**src/rtl/vsm_pkg.sv**
```systemverilog
package vsm_pkg;

  typedef enum logic [1:0] {
    OP_LOAD  = 2'd0,
    OP_STAMP = 2'd1,
    OP_READ  = 2'd2,
    OP_NOP   = 2'd3
  } op_e;

  typedef enum logic [2:0] {
    REG_ORIGIN_X    = 3'd0,
    REG_ORIGIN_Y    = 3'd1,
    REG_ORIGIN_Z    = 3'd2,
    REG_INV_SPACING = 3'd3,
    REG_SIZE_X      = 3'd4,
    REG_SIZE_Y      = 3'd5,
    REG_SIZE_Z      = 3'd6
  } reg_e;

  localparam logic [1:0] CLS_ZERO   = 2'd0;
  localparam logic [1:0] CLS_ONE    = 2'd1;
  localparam logic [1:0] CLS_MARKED = 2'd2;

  localparam int unsigned CntW = 19;
  localparam logic [CntW-1:0] CntMax = '1;
  localparam logic [15:0] StampMax = '1;

  typedef struct packed {
    logic [1:0]  opcode;
    logic [5:0]  voxel_x;
    logic [5:0]  voxel_y;
    logic [5:0]  voxel_z;
    logic [1:0]  voxel_class;
    logic [31:0] center_x;
    logic [31:0] center_y;
    logic [31:0] center_z;
    logic [30:0] radius;
  } item_t;

  typedef struct packed {
    logic [1:0]      class_out;
    logic [CntW-1:0] positive_total;
    logic [CntW-1:0] marked_total;
    logic [15:0]     sphere_marked;
  } result_t;

  typedef enum logic [3:0] {
    FS_IDLE,
    FS_RAD,
    FS_CX,
    FS_CY,
    FS_CZ,
    FS_PUSH
  } front_state_e;

  typedef enum logic [2:0] {
    BS_IDLE,
    BS_CHECK,
    BS_READ,
    BS_WRITE,
    BS_SINGLE,
    BS_SINGLE_RD,
    BS_DONE
  } back_state_e;

endpackage

```
**src/rtl/vsm_front.sv**
```systemverilog
// accepts items, converts stamp geometry to cell units, queues commands
module vsm_front
  import vsm_pkg::*;
#(
  parameter int unsigned MaxRadiusCells = 16
) (
  input  logic         clk_i,
  input  logic         rst_ni,
  input  logic [31:0]  origin_x_i,
  input  logic [31:0]  origin_y_i,
  input  logic [31:0]  origin_z_i,
  input  logic [31:0]  inv_spacing_i,
  input  logic         in_valid_i,
  output logic         in_ready_o,
  input  item_t        in_data_i,
  output logic         cmd_valid_o,
  input  logic         cmd_ready_i,
  output logic [1:0]   cmd_op_o,
  output logic [5:0]   cmd_vx_o,
  output logic [5:0]   cmd_vy_o,
  output logic [5:0]   cmd_vz_o,
  output logic [1:0]   cmd_cls_o,
  output logic [34:0]  cmd_cx_o,
  output logic [34:0]  cmd_cy_o,
  output logic [34:0]  cmd_cz_o,
  output logic [6:0]   cmd_cr_o
);

  localparam int unsigned QW = 2;
  localparam logic [6:0] RadMax = 7'(MaxRadiusCells);

  front_state_e st_q, st_d;
  item_t        it_q;
  logic [6:0]   cr_q, cr_d;
  logic [34:0]  cx_q, cy_q, cz_q;

  // one queue entry: op, voxel idx, class, centre cells, radius
  typedef struct packed {
    logic [1:0]  op;
    logic [5:0]  vx, vy, vz;
    logic [1:0]  cls;
    logic [34:0] cx, cy, cz;
    logic [6:0]  cr;
  } cmd_t;

  cmd_t       q_mem [QW];
  logic       wp_q, rp_q;
  logic [1:0] cnt_q;
  logic       push, pop;
  cmd_t       push_d;

  // shared 32x32 multiplier
  logic [31:0] mul_a;
  logic [63:0] prod;
  logic [32:0] diff;
  logic        neg;
  logic [32:0] mag;
  logic [34:0] cell_pos;
  assign prod = {32'd0, mul_a} * {32'd0, inv_spacing_i};

  always_comb begin
    diff = '0;
    unique case (st_q)
      FS_CX:   diff = {it_q.center_x[31], it_q.center_x} - {origin_x_i[31], origin_x_i};
      FS_CY:   diff = {it_q.center_y[31], it_q.center_y} - {origin_y_i[31], origin_y_i};
      FS_CZ:   diff = {it_q.center_z[31], it_q.center_z} - {origin_z_i[31], origin_z_i};
      default: diff = '0;
    endcase
    neg = diff[32];
    mag = neg ? (~diff + 33'd1) : diff;
    mul_a = (st_q == FS_RAD) ? {1'b0, it_q.radius} : mag[31:0];
    cell_pos = neg ? (~{3'b000, prod[63:32]} + 35'd1) : {3'b000, prod[63:32]};
  end

  assign in_ready_o = (st_q == FS_IDLE);
  assign push = (st_q == FS_PUSH) && (cnt_q != 2'(QW));

  always_comb begin
    st_d = st_q;
    cr_d = cr_q;
    unique case (st_q)
      FS_IDLE: if (in_valid_i) st_d = (in_data_i.opcode == OP_STAMP) ? FS_RAD : FS_PUSH;
      FS_RAD: begin
        cr_d = (prod[63:32] > {25'd0, RadMax}) ? RadMax : prod[38:32];
        st_d = FS_CX;
      end
      FS_CX:   st_d = FS_CY;
      FS_CY:   st_d = FS_CZ;
      FS_CZ:   st_d = FS_PUSH;
      FS_PUSH: if (push) st_d = FS_IDLE;
      default: st_d = FS_IDLE;
    endcase
  end

  always_ff @(posedge clk_i or negedge rst_ni) begin
    if (!rst_ni) begin
      st_q <= FS_IDLE;
    end else begin
      st_q <= st_d;
    end
  end

  always_ff @(posedge clk_i) begin
    if (in_ready_o && in_valid_i) begin
      it_q <= in_data_i;
      cr_q <= '0;
      cx_q <= '0;
      cy_q <= '0;
      cz_q <= '0;
    end else begin
      cr_q <= cr_d;
      if (st_q == FS_CX) cx_q <= cell_pos;
      if (st_q == FS_CY) cy_q <= cell_pos;
      if (st_q == FS_CZ) cz_q <= cell_pos;
    end
  end

  // command queue
  always_comb begin
    push_d.op  = it_q.opcode;
    push_d.vx  = it_q.voxel_x;
    push_d.vy  = it_q.voxel_y;
    push_d.vz  = it_q.voxel_z;
    push_d.cls = it_q.voxel_class;
    push_d.cx  = cx_q;
    push_d.cy  = cy_q;
    push_d.cz  = cz_q;
    push_d.cr  = cr_q;
  end

  assign cmd_valid_o = (cnt_q != 2'd0);
  assign pop = cmd_valid_o && cmd_ready_i;

  always_ff @(posedge clk_i) begin
    if (push) q_mem[wp_q] <= push_d;
  end

  always_ff @(posedge clk_i or negedge rst_ni) begin
    if (!rst_ni) begin
      wp_q  <= 1'b0;
      rp_q  <= 1'b0;
      cnt_q <= 2'd0;
    end else begin
      if (push) wp_q <= ~wp_q;
      if (pop) rp_q <= ~rp_q;
      cnt_q <= cnt_q + 2'(push) - 2'(pop);
    end
  end

  assign cmd_op_o  = q_mem[rp_q].op;
  assign cmd_vx_o  = q_mem[rp_q].vx;
  assign cmd_vy_o  = q_mem[rp_q].vy;
  assign cmd_vz_o  = q_mem[rp_q].vz;
  assign cmd_cls_o = q_mem[rp_q].cls;
  assign cmd_cx_o  = q_mem[rp_q].cx;
  assign cmd_cy_o  = q_mem[rp_q].cy;
  assign cmd_cz_o  = q_mem[rp_q].cz;
  assign cmd_cr_o  = q_mem[rp_q].cr;

endmodule

```
**config.mk**
```make
export PLATFORM = sky130hd
export DESIGN_NAME = vsm_front
export DESIGN_NICKNAME = d
export VERILOG_FILES = /design/src/rtl/vsm_pkg.sv /design/src/rtl/vsm_front.sv
export SDC_FILE = /design/constraint.sdc
export NUM_CORES = 2
export LEC_CHECK = 0
export BUFFER_PORTS_ARGS = -buffer_cell sky130_fd_sc_hd__buf_2
export CORE_ASPECT_RATIO = 1.4
export CORE_UTILIZATION = 55
export DETAILED_ROUTE_END_ITERATION = 8
export PLACE_DENSITY = 0.74
export SLEW_MARGIN = 10
export SYNTH_ARGS = -nofsm -noshare
export SYNTH_HDL_FRONTEND = slang
export SYNTH_SLANG_ARGS = --single-unit
```
**constraint.sdc**
```tcl
create_clock -name clk_i -period 17 [get_ports clk_i]
set_clock_uncertainty 0.15 [all_clocks]
set_input_delay 1.7 -clock clk_i [delete_from_list [all_inputs] [get_ports clk_i]]
set_output_delay 1.7 -clock clk_i [all_outputs]
set_load 0.005 [all_outputs]
```
; ---- Yosys cells after proc, flatten, opt, wreduce, memory -nomap -nowiden
; Memories as Yosys holds them, arrays and structs flattened.
; Index checks and enable logic that the tools add are counted.
[totals]
reg_bits = 269
ram_bits = 268
in_bits = 281
output_inout_bits = 136
elab_cells = 57
n_memories = 1
[memory_table]
columns = name, words, word_bits, rd, rd_clocked_by_memory_dff, write_ports, line_no
row1 = q_mem, 2, 134, 1, 0, 1, vsm_front.sv:46  ; cmd_t q_mem [QW];
[op_classes]
add_sub_neg = 7
n_mul = 1
order_cmp = 1
n_eq_ne = 9
muxes = 11
n_bitwise = 4
n_reduce_logical = 6
[op_table]
columns = operator, count
row1 = 33-bit one-hot mux with 3 select lines, 1
row2 = 32-bit by 32-bit subtractor with 33-bit output, 3
row3 = 32-bit by 32-bit multiplier with 64-bit output, 1
row4 = 32-bit 2-to-1 mux, 2
row5 = "35-bit by 1-bit adder with 35-bit output, second input constant", 1
row6 = 35-bit 2-to-1 mux, 1
row7 = 32-bit NOT with 35-bit output, 1
row8 = "32-bit by 1-bit adder with 32-bit output, second input constant", 1
row9 = "32-bit by 5-bit > comparator with 1-bit output, second input constant", 1
row10 = 32-bit NOT, 1
row11 = 4-bit one-hot mux with 6 select lines, 1
row12 = "4-bit by 2-bit == test with 1-bit output, second input constant", 2
row13 = "4-bit by 3-bit == test with 1-bit output, second input constant", 2
row14 = 4-bit 2-to-1 mux, 2
row15 = 7-bit 2-to-1 mux, 1
row16 = "2-bit inequality test, second input constant", 3
row17 = "4-bit by 1-bit == test with 1-bit output, second input constant", 1
row18 = 4-bit zero test, 1
row19 = 1-bit logical AND, 3
row20 = 3-bit 2-to-1 mux, 1
row21 = 2-bit by 1-bit adder with 2-bit output, 1
row22 = "2-bit by 1-bit == test with 1-bit output, second input constant", 1
row23 = 1-bit 2-to-1 mux, 2
row24 = 1-bit NOT, 2
row25 = 3 further kinds, 3

; ---- Logic depth before layout (Yosys ltp)
[logic_depth]
depth_word = 10
mapped_depth = 55
depth_no_buf = 52

; ---- Least setup slack after synthesis
; Ideal clock, no wire load.
[synth_path]
kind = input to register
startpoint = in origin_z_i[0]
endpoint = reg cx_q[28]
setup_time_ns = 0.115
arrival_ns = 13.808
t_required_ns = 16.735
path_slack_ns = 2.926
cell_stages = 47
n_path_buf = 3
cell_sequence = ha_1 > fa_1 > nand2b_1 > a21oi_1 > nor2_1 > o21ai_0 > a21o_1 > a21oi_1 > xnor2_1 > a221oi_1 > nand2b_1 > a211o_1 > nor4_1 > nand3_1 > o31ai_1 > xnor2_1 > clkbuf_1 > o21a_1 > [11 not listed] > inv_1 > ha_1 > clkbuf_1 > a21o_1 > a21o_1 > a21oi_1 > o21a_1 > o21ai_0 > a221oi_1 > o21ai_0 > or3_1 > a2111o_1 > nor4_2 > and2_1 > buf_6 > a31oi_4 > or3_1 > a31o_1
[synth_via]
elab_chain_len = 10
[synth_rtl]
columns = element, line_no
row1 = start: declaration, vsm_front.sv:11  ; input logic [31:0] origin_z_i,
row2 = 32-bit by 32-bit subtractor with 33-bit output *, vsm_front.sv:66  ; FS_CZ: diff = {it_q.center_z[31], it_q.center_z} - {origin_z_i[31], origin_z_i};
row3 = 33-bit one-hot mux with 3 select lines *, vsm_front.sv:63  ; unique case (st_q)
row4 = 32-bit NOT, vsm_front.sv:70  ; mag = neg ? (~diff + 33'd1) : diff;
row5 = 32-bit by 1-bit adder with 32-bit output, vsm_front.sv:70
row6 = 32-bit 2-to-1 mux, vsm_front.sv:70
row7 = 32-bit 2-to-1 mux, vsm_front.sv:71  ; mul_a = (st_q == FS_RAD) ? {1'b0, it_q.radius} : mag[31:0];
row8 = 32-bit by 32-bit multiplier with 64-bit output, vsm_front.sv:59  ; assign prod = {32'd0, mul_a} * {32'd0, inv_spacing_i};
row9 = 32-bit NOT with 35-bit output, vsm_front.sv:72  ; cell_pos = neg ? (~{3'b000, prod[63:32]} + 35'd1) : {3'b000, prod[63:32]};
row10 = 35-bit by 1-bit adder with 35-bit output, vsm_front.sv:72
row11 = 35-bit 2-to-1 mux *, vsm_front.sv:72
row12 = end signal: assignment, vsm_front.sv:112  ; if (st_q == FS_CX) cx_q <= cell_pos;
row13 = end: declaration, vsm_front.sv:35  ; logic [34:0] cx_q, cy_q, cz_q;
; Mark *: on every way between the ends. The rest lies on a longest branch, timed or not.
; A chain may end at the register's enable or synchronous reset.

; ---- Worst setup path in the final report
[layout_path]
startpoint = in origin_x_i[14]
endpoint = reg cz_q[28]
[layout_via]
elab_chain_len = 10
[layout_rtl]
columns = element, line_no
row1 = start: declaration, vsm_front.sv:9  ; input logic [31:0] origin_x_i,
row2 = 32-bit by 32-bit subtractor with 33-bit output *, vsm_front.sv:64  ; FS_CX: diff = {it_q.center_x[31], it_q.center_x} - {origin_x_i[31], origin_x_i};
row3 = 33-bit one-hot mux with 3 select lines *, vsm_front.sv:63
row4 = 32-bit NOT, vsm_front.sv:70
row5 = 32-bit by 1-bit adder with 32-bit output, vsm_front.sv:70
row6 = 32-bit 2-to-1 mux, vsm_front.sv:70
row7 = 32-bit 2-to-1 mux, vsm_front.sv:71
row8 = 32-bit by 32-bit multiplier with 64-bit output, vsm_front.sv:59
row9 = 32-bit NOT with 35-bit output, vsm_front.sv:72
row10 = 35-bit by 1-bit adder with 35-bit output, vsm_front.sv:72
row11 = 35-bit 2-to-1 mux *, vsm_front.sv:72
row12 = end signal: assignment, vsm_front.sv:114  ; if (st_q == FS_CZ) cz_q <= cell_pos;
row13 = end: declaration, vsm_front.sv:35
; Marks and branches as above.

==> results.json <==
{
  "drt_pass1_iterations": 6,
  "synth_area_per_cell_um2": 9.90,
  "cts_root_buffer": "clkbuf_16",
  "start_util_pct": 55.7,
  "routedWlPerCell_um": 23.0,
  "grt_first_pass_wirelength_um": 273000,
  "ant_nets": 0,
  "synthAdderAreaFrac_pct": 38.0,
  "ctsResizeCount": 0,
  "clk_latency_ns": 0.62,
  "crit_fanout": 20,
  "async_flop_share_pct": 1.31,
  "synth-xor-area-share_pct": 2.10,
  "synthCells": 5966,
  "drt-initial-drc-count": 3281,
  "worstSetupPathType": "in -> reg",
  "worst_slack_ns": 1.38,
  "crit_path_max_incr_delay_ns": 0.83,
  "fmax_mhz": 64.0,
  "cts_sinks": 536,
  "synthSimpleGateAreaFrac_pct": 12.9,
  "synth_top_area_cell": "fa_1",
  "core-area_um2": 106000,
  "pin_count": 417,
  "hpwl_um": 138000,
  "grt_pass1_vias": 48359,
  "clk_path_buf_depth": 3,
  "dp_worst_setup_slack_ns": 0.896,
  "worstHoldPathType": "reg -> reg",
  "drc_errors": 0,
  "fin_crit_sh_pct": 91.9,
  "final-instance-count-excl-fill": 7696,
  "arrival_ns": 15.97,
  "io_buffers": 416,
  "synth_top_area_share_pct": 30.4,
  "final_nets": 7754,
  "ctsHoldBuffers": 0,
  "synth_top_family_by_area": "adder cells",
  "required_ns": 17.35,
  "setup_tns_ns": 0,
  "place.gp.congestion": 0.996,
  "vias": 44616,
  "drive_gt1_share_pct": 12.5,
  "status": "complete, no violations",
  "ys_seq_area_share_pct": 25.3,
  "globalRouteTotalUtil_pct": 33.1,
  "ys_seq_elements": 536,
  "cpMaxStageDelayCell": "a311oi_1",
  "antenna_found_initial": 17,
  "relSlewSlack_pct": 20.7,
  "fp.dieH_um": 390,
  "dieArea_um2": 109000,
  "yosysWarnings": 0,
  "crit_top_cell": "fa_1",
  "synth_edf_count": 417,
  "rsz0062_at_grt": "no",
  "area_growth_pct": 8.79,
  "finalHoldViolations": 0,
  "synth_area_leaders": "fa_1, edfxtp_1, ha_1",
  "synth_mux_area_share_pct": 2.75,
  "ys_types": 100,
  "cp-start-kind": "input pin",
  "synth_compound_area_share_pct": 9.92,
  "synthesis.area_um2": 59100,
  "rows": 141,
  "syn_nets": 7505,
  "tightest_slew_ns": 1.19,
  "dp_cells": 7593,
  "cts_made_buffers": 50,
  "clk_pin_slew_ns": 0.07,
  "end_kind": "register",
  "cts-htree-levels": 2,
  "max-cap-violations": 0,
  "yosys_most_used_dff": "edfxtp_1",
  "period_minus_slack_ns": 15.62,
  "grt_remaining_overflow": 0,
  "slew_viol_final": 0,
  "post_cts_buffers": 0,
  "drt_wl_total_um": 177000,
  "die-width_um": 279,
  "grt_start_max_net_pins": 136,
  "post-route-util_pct": 60.6,
  "cts_tree": "done",
  "vias_per_cell": 5.80,
  "finalSetupViolCount": 0
}
-- kinds of logic after synthesis --
kind of cell	Yosys count
AO/OA/AOI/OAI	902
XOR/XNOR	142
adder cells (fa/ha/maj)	1258
buffers and inverters	1410
flip-flops	536
multiplexers	145
AND/OR/NAND/NOR	1573
-- stage by stage --
stage	hold slack (ns)	cell area, um^2
after floorplan	0.267	59100
after global placement	0.272	62600
after detailed placement	0.281	62600
after CTS	0.294	64300
after global routing	0.304	64300
final	0.291	64300
-- final timing paths --
| kind | from | endpoint | slack, ns | depth (start not counted) |
|---|---|---|---|---|
| max | origin_x_i[14] | cz_q[28] | 1.38 | 48 |
| min | cy_q[8] | q_mem[0][50] | 0.29 | 0 |
| max reg2reg | it_q[109] | cz_q[28] | 2.23 | 46 |
| min reg2reg | cy_q[8] | q_mem[0][50] | 0.29 | 0 |
| max in group asynchronous | rst_ni | rp_q | 15.76 | 1 |
| min in group asynchronous | rst_ni | rp_q | 0.76 | 1 |
-- cell type report --
type | instances | area, um^2
Antenna cell | 11 | 27.5
Timing Repair Buffer | 499 | 2730
Inverter | 1108 | 4170
Clock buffer | 69 | 1440
Tap cell | 1430 | 1790
Clock inverter | 23 | 245
Multi-Input combinational cell | 4020 | 38900
Fill cell | 8831 | 41700
Sequential cell | 536 | 14900
-- sequential cells by signal, summed over array words and instances, names as in the netlist --
register,cells
cz_q,35
rp_q,1
cx_q,35
cnt_q,2
q_mem,268
cy_q,35
cr_q,7
it_q,149
wp_q,1
st_q,3
-- worst max-delay path: cells and delay by family --
family / cells / cell delay [ns]
AOI/OAI and AO/OA: 21 / 6.24
adders and majority gates: 10 / 4.61
and+or+nand+nor: 8 / 2.28
buffers and inverters: 8 / 0.76
xor gates and xnor gates: 1 / 0.35
-- Yosys cell counts, drive strengths merged, types with 24 or more instances --
cell type and n:
a211oi 66, a21o 81, a21oi 195, a31oi 24
and2 375, and3 26, clkbuf 287, dfxtp 112
edfxtp 417, fa 898, ha 360, inv 1108
mux2 138, nand2 706, nand2b 24, nand3 37
nand4 48, nor2 200, nor3 47, o21a 77
o21ai 267, o21bai 28, or3 25, xnor2 84
xor2 58
-- placed cells by master, fill, tap and decap left out, types with 23 or more instances in the layout --
| cell | n |
|---|---|
| and3_1 | 26 |
| a31oi_1 | 23 |
| ha_1 | 360 |
| nor2_1 | 194 |
| and2_1 | 369 |
| a21oi_1 | 193 |
| dfxtp_1 | 112 |
| or3_1 | 25 |
| xnor2_1 | 79 |
| buf_2 | 416 |
| nand3_1 | 37 |
| clkbuf_16 | 53 |
| fa_1 | 898 |
| mux2_2 | 137 |
| o21bai_1 | 28 |
| o21ai_0 | 255 |
| inv_1 | 1107 |
| nand4_1 | 48 |
| a211oi_1 | 63 |
| nand2b_1 | 23 |
| nor3_1 | 45 |
| buf_4 | 81 |
| a21o_1 | 80 |
| nand2_1 | 701 |
| xor2_1 | 57 |
| edfxtp_1 | 417 |
| o21a_1 | 77 |
-- layer usage --
| metal | vias up | part of all wire (%) | GRT usage (%) |
|---|---|---|---|
| met5 | - | 0.0062 | 0 |
| met4 | 2 | 7.8 | 21.7 |
| met3 | 670 | 6.6 | 4.99 |
| met2 | 1982 | 51 | 58.9 |
| met1 | 22350 | 35 | 36.8 |
| li1 | 19612 | - | - |
Power is not shown: default switching activity piles up to over one toggle a cycle in this logic, so the estimate is an artifact.
